[src/ott_pkg.sv]
package ott_pkg;

    localparam int SEQ_BITS    = 32;
    localparam int SLOT_BITS   = 4;
    localparam int MAX_RESULTS = 16;
    localparam int RES_AW      = $clog2(MAX_RESULTS);
    localparam int RES_CW      = $clog2(MAX_RESULTS + 1);

    // request codes
    localparam logic [1:0] REQ_ADD    = 2'd0;
    localparam logic [1:0] REQ_CANCEL = 2'd1;
    localparam logic [1:0] REQ_TICK   = 2'd2;
    localparam logic [1:0] REQ_NOP    = 2'd3;

    // response kinds
    localparam logic [1:0] RESP_ADD    = 2'd0;
    localparam logic [1:0] RESP_CANCEL = 2'd1;
    localparam logic [1:0] RESP_FIRED  = 2'd2;
    localparam logic [1:0] RESP_IDLE   = 2'd3;

    // status codes
    localparam logic [1:0] ST_OK        = 2'd0;
    localparam logic [1:0] ST_FULL      = 2'd1;
    localparam logic [1:0] ST_NOT_FOUND = 2'd2;

    // what the current slot sweep is looking for
    typedef enum logic [1:0] {
        MODE_ADD    = 2'd0,
        MODE_CANCEL = 2'd1,
        MODE_TICK   = 2'd2,
        MODE_FIN    = 2'd3
    } t_mode;

    typedef struct packed {
        logic [1:0]           kind;
        logic [1:0]           status;
        logic [SLOT_BITS-1:0] slot;
        logic [SEQ_BITS-1:0]  seq;
        logic                 early;
    } t_result;

    typedef struct packed {
        logic take;       // capture this slot as the pick
        logic early_clr;  // new timer is not the earliest
    } t_eval;

endpackage

[src/ordered_timer_table_unit.sv]
// channel | valid       | stall        | payload
// request | i_in_valid  | o_in_stall   | i_req_type, i_now_time, i_expire_time,
//         |             |              | i_repeat_interval, i_cancel_slot, i_cancel_seq
// result  | o_out_valid | i_out_stall  | o_resp_kind, o_status, o_slot_out, o_seq_out,
//         |             |              | o_earliest_changed, o_next_valid,
//         |             |              | o_next_deadline, o_last
//
// one transaction at a time; every slot sweep reads the slot memory once per slot
// add and cancel: one sweep, an update, one deadline sweep and its update, then the result
// tick: one sweep per fired timer (up to 16), a sweep that finds none unless 16 fired,
// then a deadline sweep; results follow one at a time, each read from the result buffer
// (S_RD) and then loaded into the output register (S_LD)
// reset is synchronous and active low; it clears valid bits and the sequence counter
// a stalled result holds in the output register; the next request is taken once the
// last result of a transaction is loaded there
module ordered_timer_table_unit #(
    parameter int NUM_TIMERS = 16,
    parameter int TIME_BITS  = 48
) (
    input  logic                          i_clk,
    input  logic                          i_rst_n,

    input  logic                          i_in_valid,
    output logic                          o_in_stall,
    input  logic [1:0]                    i_req_type,
    input  logic [TIME_BITS-1:0]          i_now_time,
    input  logic [TIME_BITS-1:0]          i_expire_time,
    input  logic [TIME_BITS-1:0]          i_repeat_interval,
    input  logic [ott_pkg::SLOT_BITS-1:0] i_cancel_slot,
    input  logic [ott_pkg::SEQ_BITS-1:0]  i_cancel_seq,

    output logic                          o_out_valid,
    input  logic                          i_out_stall,
    output logic [1:0]                    o_resp_kind,
    output logic [1:0]                    o_status,
    output logic [ott_pkg::SLOT_BITS-1:0] o_slot_out,
    output logic [ott_pkg::SEQ_BITS-1:0]  o_seq_out,
    output logic                          o_earliest_changed,
    output logic                          o_next_valid,
    output logic [TIME_BITS-1:0]          o_next_deadline,
    output logic                          o_last
);

    localparam int SW  = $clog2(NUM_TIMERS);
    localparam int QB  = ott_pkg::SEQ_BITS;
    localparam int EW  = 2 * TIME_BITS + QB;   // {expiry, interval, seq}
    localparam int RAW = ott_pkg::RES_AW;
    localparam int RCW = ott_pkg::RES_CW;
    localparam int RW  = $bits(ott_pkg::t_result);

    typedef enum logic [4:0] {
        S_IDLE = 5'b00001,
        S_SCAN = 5'b00010,
        S_UPD  = 5'b00100,
        S_RD   = 5'b01000,
        S_LD   = 5'b10000
    } t_state;

    t_state r_state, n_state;

    // control
    logic [NUM_TIMERS-1:0] r_valid;
    logic [NUM_TIMERS-1:0] r_done;     // fired already in this tick
    logic [QB-1:0]         r_seqc;
    ott_pkg::t_mode        r_mode;
    logic [SW:0]           r_idx;      // next slot to read
    logic                  r_rvld;     // read data returns this cycle
    logic [SW-1:0]         r_ridx;     // slot of returning data
    logic                  r_found;
    logic                  r_early;
    logic [RCW-1:0]        r_n;        // results buffered
    logic [RAW-1:0]        r_k;        // result being emitted
    logic                  r_ovalid, n_ovalid;
    logic                  r_dl_valid;

    // payload
    logic [TIME_BITS-1:0]          r_now, r_exp, r_iv, r_best, r_pint, r_dl;
    logic [ott_pkg::SLOT_BITS-1:0] r_cslot;
    logic [QB-1:0]                 r_cseq, r_pseq;
    logic [SW-1:0]                 r_pick;
    ott_pkg::t_result              r_ores;
    logic                          r_onv, r_olast;
    logic [TIME_BITS-1:0]          r_odl;

    // slot memory
    logic           slot_we;
    logic [SW-1:0]  slot_waddr;
    logic [EW-1:0]  slot_wdata;
    logic [EW-1:0]  slot_rdata;
    logic [TIME_BITS-1:0] rd_exp, rd_iv;
    logic [QB-1:0]        rd_seq;

    // result buffer
    logic             res_we;
    logic [RAW-1:0]   res_waddr;
    ott_pkg::t_result res_wdata;
    logic [RW-1:0]    res_rdata;

    ott_pkg::t_eval       ev;
    logic                 in_acc, out_acc, scan_done, load_out, is_last;
    logic [TIME_BITS:0]   rearm_sum;
    logic [TIME_BITS-1:0] rearm;
    logic [QB-1:0]        seq_next;
    logic [RCW-1:0]       n_plus;

    assign in_acc    = i_in_valid && !o_in_stall;
    assign out_acc   = r_ovalid && !i_out_stall;
    assign o_in_stall = (r_state != S_IDLE);

    assign {rd_exp, rd_iv, rd_seq} = slot_rdata;
    assign scan_done = (r_idx == (SW+1)'(NUM_TIMERS)) && !r_rvld;
    assign rearm_sum = {1'b0, r_now} + {1'b0, r_pint};
    // saturate the re-arm time at the top of the time range
    assign rearm     = rearm_sum[TIME_BITS] ? '1 : rearm_sum[TIME_BITS-1:0];
    assign seq_next  = r_seqc + 1'b1;
    assign n_plus    = r_n + 1'b1;
    assign load_out  = (r_state == S_LD) && (!r_ovalid || !i_out_stall);
    assign is_last   = ((RCW'(r_k) + 1'b1) == r_n);

    ott_ram #(.WIDTH(EW), .DEPTH(NUM_TIMERS)) u_slot_ram (
        .i_clk   (i_clk),
        .i_we    (slot_we),
        .i_waddr (slot_waddr),
        .i_wdata (slot_wdata),
        .i_raddr (r_idx[SW-1:0]),
        .o_rdata (slot_rdata)
    );

    ott_ram #(.WIDTH(RW), .DEPTH(ott_pkg::MAX_RESULTS)) u_res_ram (
        .i_clk   (i_clk),
        .i_we    (res_we),
        .i_waddr (res_waddr),
        .i_wdata (res_wdata),
        .i_raddr (r_k),
        .o_rdata (res_rdata)
    );

    ott_eval #(.TIME_BITS(TIME_BITS), .SLOT_W(SW)) u_eval (
        .i_mode    (r_mode),
        .i_idx     (r_ridx),
        .i_valid   (r_valid[r_ridx]),
        .i_done    (r_done[r_ridx]),
        .i_exp     (rd_exp),
        .i_seq     (rd_seq),
        .i_now     (r_now),
        .i_add_exp (r_exp),
        .i_cslot   (r_cslot),
        .i_cseq    (r_cseq),
        .i_found   (r_found),
        .i_best    (r_best),
        .o_ev      (ev)
    );

    // memory writes and result buffer writes happen only in the update cycle
    always_comb begin
        slot_we    = 1'b0;
        slot_waddr = r_pick;
        slot_wdata = {rearm, r_pint, r_pseq};
        res_we     = 1'b0;
        res_waddr  = r_n[RAW-1:0];
        res_wdata  = '0;
        if (r_state == S_UPD) begin
            case (r_mode)
                ott_pkg::MODE_ADD: begin
                    res_we    = 1'b1;
                    res_waddr = '0;
                    if (r_found) begin
                        slot_we    = 1'b1;
                        slot_wdata = {r_exp, r_iv, seq_next};
                        res_wdata  = '{ott_pkg::RESP_ADD, ott_pkg::ST_OK,
                                       ott_pkg::SLOT_BITS'(r_pick), seq_next, r_early};
                    end else begin
                        res_wdata  = '{ott_pkg::RESP_ADD, ott_pkg::ST_FULL,
                                       '0, '0, 1'b0};
                    end
                end
                ott_pkg::MODE_CANCEL: begin
                    res_we    = 1'b1;
                    res_waddr = '0;
                    res_wdata = '{ott_pkg::RESP_CANCEL,
                                  r_found ? ott_pkg::ST_OK : ott_pkg::ST_NOT_FOUND,
                                  r_cslot, r_cseq, 1'b0};
                end
                ott_pkg::MODE_TICK: begin
                    if (r_found) begin
                        slot_we   = (r_pint != '0);
                        res_we    = 1'b1;
                        res_wdata = '{ott_pkg::RESP_FIRED, ott_pkg::ST_OK,
                                      ott_pkg::SLOT_BITS'(r_pick), r_pseq, 1'b0};
                    end else if (r_n == '0) begin
                        res_we    = 1'b1;
                        res_wdata = '{ott_pkg::RESP_IDLE, ott_pkg::ST_OK, '0, '0, 1'b0};
                    end
                end
                default: begin
                    slot_we = 1'b0;
                end
            endcase
        end
    end

    always_comb begin
        n_state = r_state;
        case (r_state)
            S_IDLE: begin
                if (in_acc && (i_req_type != ott_pkg::REQ_NOP)) begin
                    n_state = S_SCAN;
                end
            end
            S_SCAN: begin
                if (scan_done) begin
                    n_state = S_UPD;
                end
            end
            S_UPD: begin
                n_state = (r_mode == ott_pkg::MODE_FIN) ? S_RD : S_SCAN;
            end
            S_RD: begin
                n_state = S_LD;
            end
            S_LD: begin
                if (load_out) begin
                    n_state = is_last ? S_IDLE : S_RD;
                end
            end
            default: begin
                n_state = S_IDLE;
            end
        endcase
    end

    always_comb begin
        n_ovalid = r_ovalid;
        if (load_out) begin
            n_ovalid = 1'b1;
        end else if (out_acc) begin
            n_ovalid = 1'b0;
        end
    end

    // control registers
    always_ff @(posedge i_clk) begin
        if (!i_rst_n) begin
            r_state    <= S_IDLE;
            r_valid    <= '0;
            r_done     <= '0;
            r_seqc     <= '0;
            r_mode     <= ott_pkg::MODE_FIN;
            r_idx      <= '0;
            r_rvld     <= 1'b0;
            r_ridx     <= '0;
            r_found    <= 1'b0;
            r_early    <= 1'b1;
            r_n        <= '0;
            r_k        <= '0;
            r_ovalid   <= 1'b0;
            r_dl_valid <= 1'b0;
        end else begin
            r_state  <= n_state;
            r_ovalid <= n_ovalid;
            case (r_state)
                S_IDLE: begin
                    if (in_acc) begin
                        r_done  <= '0;
                        r_n     <= '0;
                        r_idx   <= '0;
                        r_rvld  <= 1'b0;
                        r_found <= 1'b0;
                        r_early <= 1'b1;
                        case (i_req_type)
                            ott_pkg::REQ_ADD:    r_mode <= ott_pkg::MODE_ADD;
                            ott_pkg::REQ_CANCEL: r_mode <= ott_pkg::MODE_CANCEL;
                            ott_pkg::REQ_TICK:   r_mode <= ott_pkg::MODE_TICK;
                            default:             r_mode <= ott_pkg::MODE_FIN;
                        endcase
                    end
                end
                S_SCAN: begin
                    // issue one read per cycle, evaluate the slot read last cycle
                    if (r_idx != (SW+1)'(NUM_TIMERS)) begin
                        r_ridx <= r_idx[SW-1:0];
                        r_rvld <= 1'b1;
                        r_idx  <= r_idx + 1'b1;
                    end else begin
                        r_rvld <= 1'b0;
                    end
                    if (r_rvld) begin
                        if (ev.take) begin
                            r_found <= 1'b1;
                        end
                        if (ev.early_clr) begin
                            r_early <= 1'b0;
                        end
                    end
                end
                S_UPD: begin
                    r_idx   <= '0;
                    r_rvld  <= 1'b0;
                    r_found <= 1'b0;
                    r_early <= 1'b1;
                    r_k     <= '0;
                    case (r_mode)
                        ott_pkg::MODE_ADD: begin
                            if (r_found) begin
                                r_seqc          <= seq_next;
                                r_valid[r_pick] <= 1'b1;
                            end
                            r_n    <= RCW'(1);
                            r_mode <= ott_pkg::MODE_FIN;
                        end
                        ott_pkg::MODE_CANCEL: begin
                            if (r_found) begin
                                r_valid[r_pick] <= 1'b0;
                            end
                            r_n    <= RCW'(1);
                            r_mode <= ott_pkg::MODE_FIN;
                        end
                        ott_pkg::MODE_TICK: begin
                            if (r_found) begin
                                r_done[r_pick] <= 1'b1;
                                if (r_pint == '0) begin
                                    r_valid[r_pick] <= 1'b0;
                                end
                                r_n <= n_plus;
                                if (n_plus == RCW'(ott_pkg::MAX_RESULTS)) begin
                                    r_mode <= ott_pkg::MODE_FIN;
                                end
                            end else begin
                                if (r_n == '0) begin
                                    r_n <= RCW'(1);
                                end
                                r_mode <= ott_pkg::MODE_FIN;
                            end
                        end
                        default: begin
                            r_dl_valid <= r_found;
                        end
                    endcase
                end
                S_LD: begin
                    if (load_out && !is_last) begin
                        r_k <= r_k + 1'b1;
                    end
                end
                default: begin
                    r_rvld <= 1'b0;
                end
            endcase
        end
    end

    // payload registers
    always_ff @(posedge i_clk) begin
        if (in_acc) begin
            r_now   <= i_now_time;
            r_exp   <= i_expire_time;
            r_iv    <= i_repeat_interval;
            r_cslot <= i_cancel_slot;
            r_cseq  <= i_cancel_seq;
        end
        if ((r_state == S_SCAN) && r_rvld && ev.take) begin
            r_pick <= r_ridx;
            r_best <= rd_exp;
            r_pint <= rd_iv;
            r_pseq <= rd_seq;
        end
        if ((r_state == S_UPD) && (r_mode == ott_pkg::MODE_FIN)) begin
            r_dl <= r_found ? r_best : '0;
        end
        if (load_out) begin
            r_ores  <= ott_pkg::t_result'(res_rdata);
            r_onv   <= r_dl_valid;
            r_odl   <= r_dl;
            r_olast <= is_last;
        end
    end

    assign o_out_valid        = r_ovalid;
    assign o_resp_kind        = r_ores.kind;
    assign o_status           = r_ores.status;
    assign o_slot_out         = r_ores.slot;
    assign o_seq_out          = r_ores.seq;
    assign o_earliest_changed = r_ores.early;
    assign o_next_valid       = r_onv;
    assign o_next_deadline    = r_odl;
    assign o_last             = r_olast;

`ifndef NO_ASSERTIONS
    a_n_bound: assert property (@(posedge i_clk) disable iff (!i_rst_n)
        r_n <= RCW'(ott_pkg::MAX_RESULTS))
        else $error("result count beyond buffer depth");

    a_rd_nonempty: assert property (@(posedge i_clk) disable iff (!i_rst_n)
        (r_state == S_RD || r_state == S_LD) |-> (RCW'(r_k) < r_n))
        else $error("emitting past buffered results");

    a_add_sets_valid: assert property (@(posedge i_clk) disable iff (!i_rst_n)
        (r_state == S_UPD && r_mode == ott_pkg::MODE_ADD && r_found)
        |=> r_valid[$past(r_pick)])
        else $error("added slot not marked valid");

    a_busy_no_out: assert property (@(posedge i_clk) disable iff (!i_rst_n)
        (r_state == S_SCAN || r_state == S_UPD) |-> !load_out)
        else $error("result loaded during sweep");
`endif

endmodule

[src/ott_ram.sv]
module ott_ram #(
    parameter int WIDTH = 8,
    parameter int DEPTH = 16
) (
    input  logic                     i_clk,
    input  logic                     i_we,
    input  logic [$clog2(DEPTH)-1:0] i_waddr,
    input  logic [WIDTH-1:0]         i_wdata,
    input  logic [$clog2(DEPTH)-1:0] i_raddr,
    output logic [WIDTH-1:0]         o_rdata
);

    logic [WIDTH-1:0] r_mem [DEPTH];
    logic [WIDTH-1:0] r_rdata;

    always_ff @(posedge i_clk) begin
        if (i_we) begin
            r_mem[i_waddr] <= i_wdata;
        end
        r_rdata <= r_mem[i_raddr];
    end

    assign o_rdata = r_rdata;

endmodule

[src/ott_eval.sv]
module ott_eval #(
    parameter int TIME_BITS = 48,
    parameter int SLOT_W    = 4
) (
    input  ott_pkg::t_mode                 i_mode,
    input  logic [SLOT_W-1:0]              i_idx,
    input  logic                           i_valid,
    input  logic                           i_done,
    input  logic [TIME_BITS-1:0]           i_exp,
    input  logic [ott_pkg::SEQ_BITS-1:0]   i_seq,
    input  logic [TIME_BITS-1:0]           i_now,
    input  logic [TIME_BITS-1:0]           i_add_exp,
    input  logic [ott_pkg::SLOT_BITS-1:0]  i_cslot,
    input  logic [ott_pkg::SEQ_BITS-1:0]   i_cseq,
    input  logic                           i_found,
    input  logic [TIME_BITS-1:0]           i_best,
    output ott_pkg::t_eval                 o_ev
);

    localparam int CW = (SLOT_W > ott_pkg::SLOT_BITS) ? SLOT_W : ott_pkg::SLOT_BITS;

    logic better;
    logic slot_hit;

    assign better   = !i_found || (i_exp < i_best);
    assign slot_hit = (CW'(i_idx) == CW'(i_cslot));

    always_comb begin
        o_ev = '0;
        case (i_mode)
            ott_pkg::MODE_ADD: begin
                o_ev.take      = !i_valid && !i_found;
                o_ev.early_clr = i_valid && (i_exp <= i_add_exp);
            end
            ott_pkg::MODE_CANCEL: begin
                o_ev.take = i_valid && slot_hit && (i_seq == i_cseq);
            end
            ott_pkg::MODE_TICK: begin
                o_ev.take = i_valid && !i_done && (i_exp <= i_now) && better;
            end
            ott_pkg::MODE_FIN: begin
                o_ev.take = i_valid && better;
            end
            default: begin
                o_ev = '0;
            end
        endcase
    end

endmodule

[config.mk]
export PLATFORM = sky130hd
export DESIGN_NAME = ordered_timer_table_unit
export DESIGN_NICKNAME = d
export VERILOG_FILES = /design/src/ott_pkg.sv /design/src/ordered_timer_table_unit.sv /design/src/ott_ram.sv /design/src/ott_eval.sv
export SDC_FILE = /design/constraint.sdc
export NUM_CORES = 2
export LEC_CHECK = 0
export ABC_CLOCK_PERIOD_IN_PS = 26100
export BUFFER_PORTS_ARGS = -buffer_cell sky130_fd_sc_hd__buf_2
export CAP_MARGIN = 20
export CORE_ASPECT_RATIO = 1.25
export CORE_MARGIN = 3
export CORE_UTILIZATION = 35
export DETAILED_ROUTE_END_ITERATION = 8
export PLACE_DENSITY_LB_ADDON = 0.15
export SETUP_SLACK_MARGIN = 0.2
export SLEW_MARGIN = 15
export SYNTH_ARGS = -nofsm -noshare
export SYNTH_HDL_FRONTEND = slang
export SYNTH_SLANG_ARGS = --single-unit
[constraint.sdc]
create_clock -name i_clk -period 26.1 [get_ports i_clk]
set_clock_uncertainty 0.15 [all_clocks]
set_input_delay 5.22 -clock i_clk [delete_from_list [all_inputs] [get_ports i_clk]]
set_output_delay 5.22 -clock i_clk [all_outputs]
set_load 0.005 [all_outputs]
==> results.txt <==
----------------------------------------------------
[Routing]
  Detailed Route WL ... 371 mm
  Antenna viol nets, final ... 0
  Number of design-rule violations left by the first detailed-router iteration ... 6,043
  Drt via density ... 5.34
  Detailed-routing iteration count for the pre-antenna-repair pass ... 9
  Number of vias in the routed layout ... 65,100
  Residual DRC ... 0
  Final routed wire length divided by cell count ... 30.4 um

[Clock network]
  Hold-fix buffer count after cts ... 0
  H-tree levels ... 5
  Clock root buffer ... sky130_fd_sc_hd__clkbuf_16
  Clock sink count ... 3,418
  Number of gates resized after cts ... 0
  Post-CTS setup buffers ... 0
  CTS tree ... done
  Later-pin clock latency in the skew report ... 940 ps
  Number of buffers created by CTS ... approximately 360
  Bufs on Longest Clock Path ... 4
  Clock transition at the register clock pins on the worst setup and hold paths after CTS ... 60 ps

[STA]
  Worst hold margin ... 249 ps
  Period utilisation layout ... 0.287
  Final worst-path setup slack ... 18,610 ps
  Tmin final ... 7490 ps
  Final hold viol count ... 0
  Total Neg Setup Slack ... 0 ps
  F_max ... 133 MHz
  Relative slew slack ... 0.218
  Measured slew at the worst slew-check pin ... approximately 1200 ps
  Unrepaired setup endpoints after global routing ... false
  Number of failing setup endpoints in the final timing report ... 0
  Final max-slew violation count ... 0

[Critical path]
  Crit path buf inv count ... 2
  Ordered list of cells on the worst path ... nor2_1 -> and3_1 -> inv_2 -> buf_2
  CP Launch Type ... register
  FF-to-FF setup slack ... 20,390 ps
  Worst reg2reg startpoint ... u_slot_ram.o_rdata[108]
  Largest delay share family, worst path ... simple AND/OR/NAND/NOR gates
  FF-to-FF End ... r_pint[42]
  Critical path capture point type ... output pin
  Maximum fanout count along the critical path ... 7
  Path depth of the worst reg2reg path ... 12
  WS Path Type ... reg2out
  CP max stage cell ... sky130_fd_sc_hd__dfxtp_1
  Launching instance or port of the critical path ... r_state[4]
  Critical Path RT ... 20,730 ps
  Largest stage delay on the critical path ... 350 ps
  Data arrival time of the worst path ... 2120 ps

[Hold path]
  Path class of the lowest-slack min-delay path ... reg2reg
  Hold worst-path end ... o_slot_out[3]
  Number of cells on the worst hold path ... 0
  Launch instance of the worst min-delay path ... u_res_ram.o_rdata[36]

[Placed design]
  Placed wire-length estimate ... roughly 210 mm
  Number of placed instances, taps included ... about 11,000
  Global placement routability congestion ... around 0.87
  Input/output buffers ... 278
  Placed inst area ... between 0.1 and 0.15 mm^2
  Worst slack at placement ... 18,460 ps

[Die]
  Count of boundary I/O pins ... 279
  Core Area ... 0.375 mm^2
  Number of standard-cell rows in the floorplan ... 251
  Starting density of the core ... 0.352
  Die Span Y ... 693 um
  Die Area ... 0.385 mm^2
  Die Span X ... around 560 um

[Global routing]
  First-pass GRT wire length ... 524 mm
  Number of antenna violations at the first check in global routing ... 20
  Pin count of the biggest net entering global routing ... 143
  Via count of the first global-routing pass ... ~68,000
  Overall fraction of global-route tracks in use ... 0.190
  Total global routing overflow ... 0

[Layout]
  Non-Filler Instances ... 12,200
  Synthesis-to-layout area growth ... 15.4%
  Number of nets in the layout ... 7,350
  Final design area excluding fillers ... between 0.15 and 0.2 mm^2
  Share of layout cells above drive strength 1 ... 0.264
  Leading cell type in the layout, fill and taps excluded ... sky130_fd_sc_hd__edfxtp_1
  Most frequent cells in the layout ... sky130_fd_sc_hd__edfxtp_1, sky130_fd_sc_hd__mux4_2, sky130_fd_sc_hd__clkbuf_16
  End-of-flow core utilization ... 0.407

[Synthesis]
  Ys flop type ... sky130_fd_sc_hd__edfxtp_1
  Sequential cell area fraction in the yosys report ... 0.758
  Total standard cell area after synthesis ... 0.132 mm^2
  Unique masters post-synth ... 79
  Synth warnings ... 0
  Net count after synthesis ... 6,811
  Synthesized area per cell ... 20.5 um^2
  Register bit total from synthesis ... ~3,400
  Fraction of registers with async set/reset ... 0
  Number of synthesized flops with an enable pin ... 3,155
  Count of mapped cells out of synthesis ... around 6,400

[Pwr]
  Total design power ... roughly 12 mW
  Leak pwr ... 48.6 nW
  IR Drop Worst-Case VDD ... 0.0615 mV
  Total power per unit cell area ... 80.8 mW/mm^2

[Job]
  Max-capacitance violation count ... 0

[Status]
  Outcome ... complete, no violations

----------------------------------------------------
## state kept, by name, summed over array words and instances (netlist names), 4 cells and up, named ones only
signal and flops:
u_slot_ram.r_mem 2048, u_res_ram.r_mem 656, u_slot_ram.o_rdata 128, o_next_deadline 48, r_best 48, r_dl 48
r_exp 48, r_iv 48, r_now 48, r_pint 48, u_res_ram.o_rdata 41, o_seq_out 32
r_cseq 32, r_pseq 32, r_seqc 32, r_done 16, r_idx 5, r_n 5
r_state 5, o_slot_out 4, r_cslot 4, r_k 4, r_pick 4, r_ridx 4
## logic make-up (layout without fill, tap and decap cells)
| family | Yosys count | after routing | synth area share |
|---|---|---|---|
| compound gates | 501 | 501 | 0.0252 |
| fa+ha+maj | 202 | 202 | 0.0192 |
| mux | 861 | 861 | 0.146 |
| simple gates | 844 | 844 | 0.0294 |
| xor+xnor | 136 | 136 | 0.00903 |
| buf+inv | 461 | 1307 | 0.0132 |
| flops | 3418 | 3418 | 0.758 |
| other cells | 0 | 7 | 0 |
## synthesized netlist by cell type, types with 41 or more instances
| cell type | n | area (um^2) |
|---|---|---|
| sky130_fd_sc_hd__a21o_1 | 60 | 450 |
| sky130_fd_sc_hd__a21oi_1 | 169 | 846 |
| sky130_fd_sc_hd__a22oi_1 | 50 | 375 |
| sky130_fd_sc_hd__buf_1 | 50 | 188 |
| sky130_fd_sc_hd__clkbuf_1 | 226 | 848 |
| sky130_fd_sc_hd__dfxtp_1 | 263 | 5270 |
| sky130_fd_sc_hd__edfxtp_1 | 3155 | 94700 |
| sky130_fd_sc_hd__ha_1 | 201 | 2510 |
| sky130_fd_sc_hd__inv_1 | 171 | 642 |
| sky130_fd_sc_hd__mux4_2 | 853 | 19200 |
| sky130_fd_sc_hd__nand2_1 | 295 | 1110 |
| sky130_fd_sc_hd__nand3_1 | 41 | 205 |
| sky130_fd_sc_hd__nand4_1 | 66 | 413 |
| sky130_fd_sc_hd__nor2_1 | 257 | 965 |
| sky130_fd_sc_hd__o21ai_0 | 71 | 355 |
| sky130_fd_sc_hd__xnor2_1 | 78 | 683 |
| sky130_fd_sc_hd__xor2_1 | 58 | 508 |
## layer usage
layer	up-vias	routed length (um)	track usage
met2	1954	187000	0.327
met1	35300	156000	0.256
li1	27400	-	-
met5	-	32	0
met4	6	9530	0.0470
met3	483	18200	0.0238
## layout make-up
type / instances / area [um^2]
tap: 4933 / 6170
multi-input combinational: 2544 / 30500
timing repair buffer: 465 / 3030
clock buffer: 498 / 10000
fill: 33300 / 222000
inverter: 172 / 653
sequential: 3418 / 100000
antenna: 7 / 17.5
clock inverter: 172 / 1890
## where the power goes
part | switching (mW) | internal, mW | leakage [nW]
Sequential | 0.0848 | 6.15 | 30.8
Clock | 2.13 | 3.03 | 5.80
Combinational | 0.562 | 0.341 | 12.0
## worst reg2reg max path: stages (launching register included)
cell and delay [ps]:
sky130_fd_sc_hd__dfxtp_1 460, sky130_fd_sc_hd__ha_1 290, sky130_fd_sc_hd__nand4_1 130, sky130_fd_sc_hd__nor2_1 70
sky130_fd_sc_hd__a2111oi_0 370, sky130_fd_sc_hd__a21oi_1 150, sky130_fd_sc_hd__o31ai_1 660, sky130_fd_sc_hd__o311a_1 510
sky130_fd_sc_hd__o21bai_1 100, sky130_fd_sc_hd__o211a_1 220, sky130_fd_sc_hd__nor3_2 450, sky130_fd_sc_hd__buf_4 900
sky130_fd_sc_hd__buf_4 780
## worst max path at each step
stage	endpoint	slack, ps	cells past startpoint
final	o_in_stall	18610	4
after global routing	o_in_stall	18480	4
after CTS	o_in_stall	18530	4
after floorplan	r_best[0]	14200	9
after detailed placement	o_seq_out[4]	18460	4
after global placement	r_early	18420	6
(Power assumes the default switching activity.)
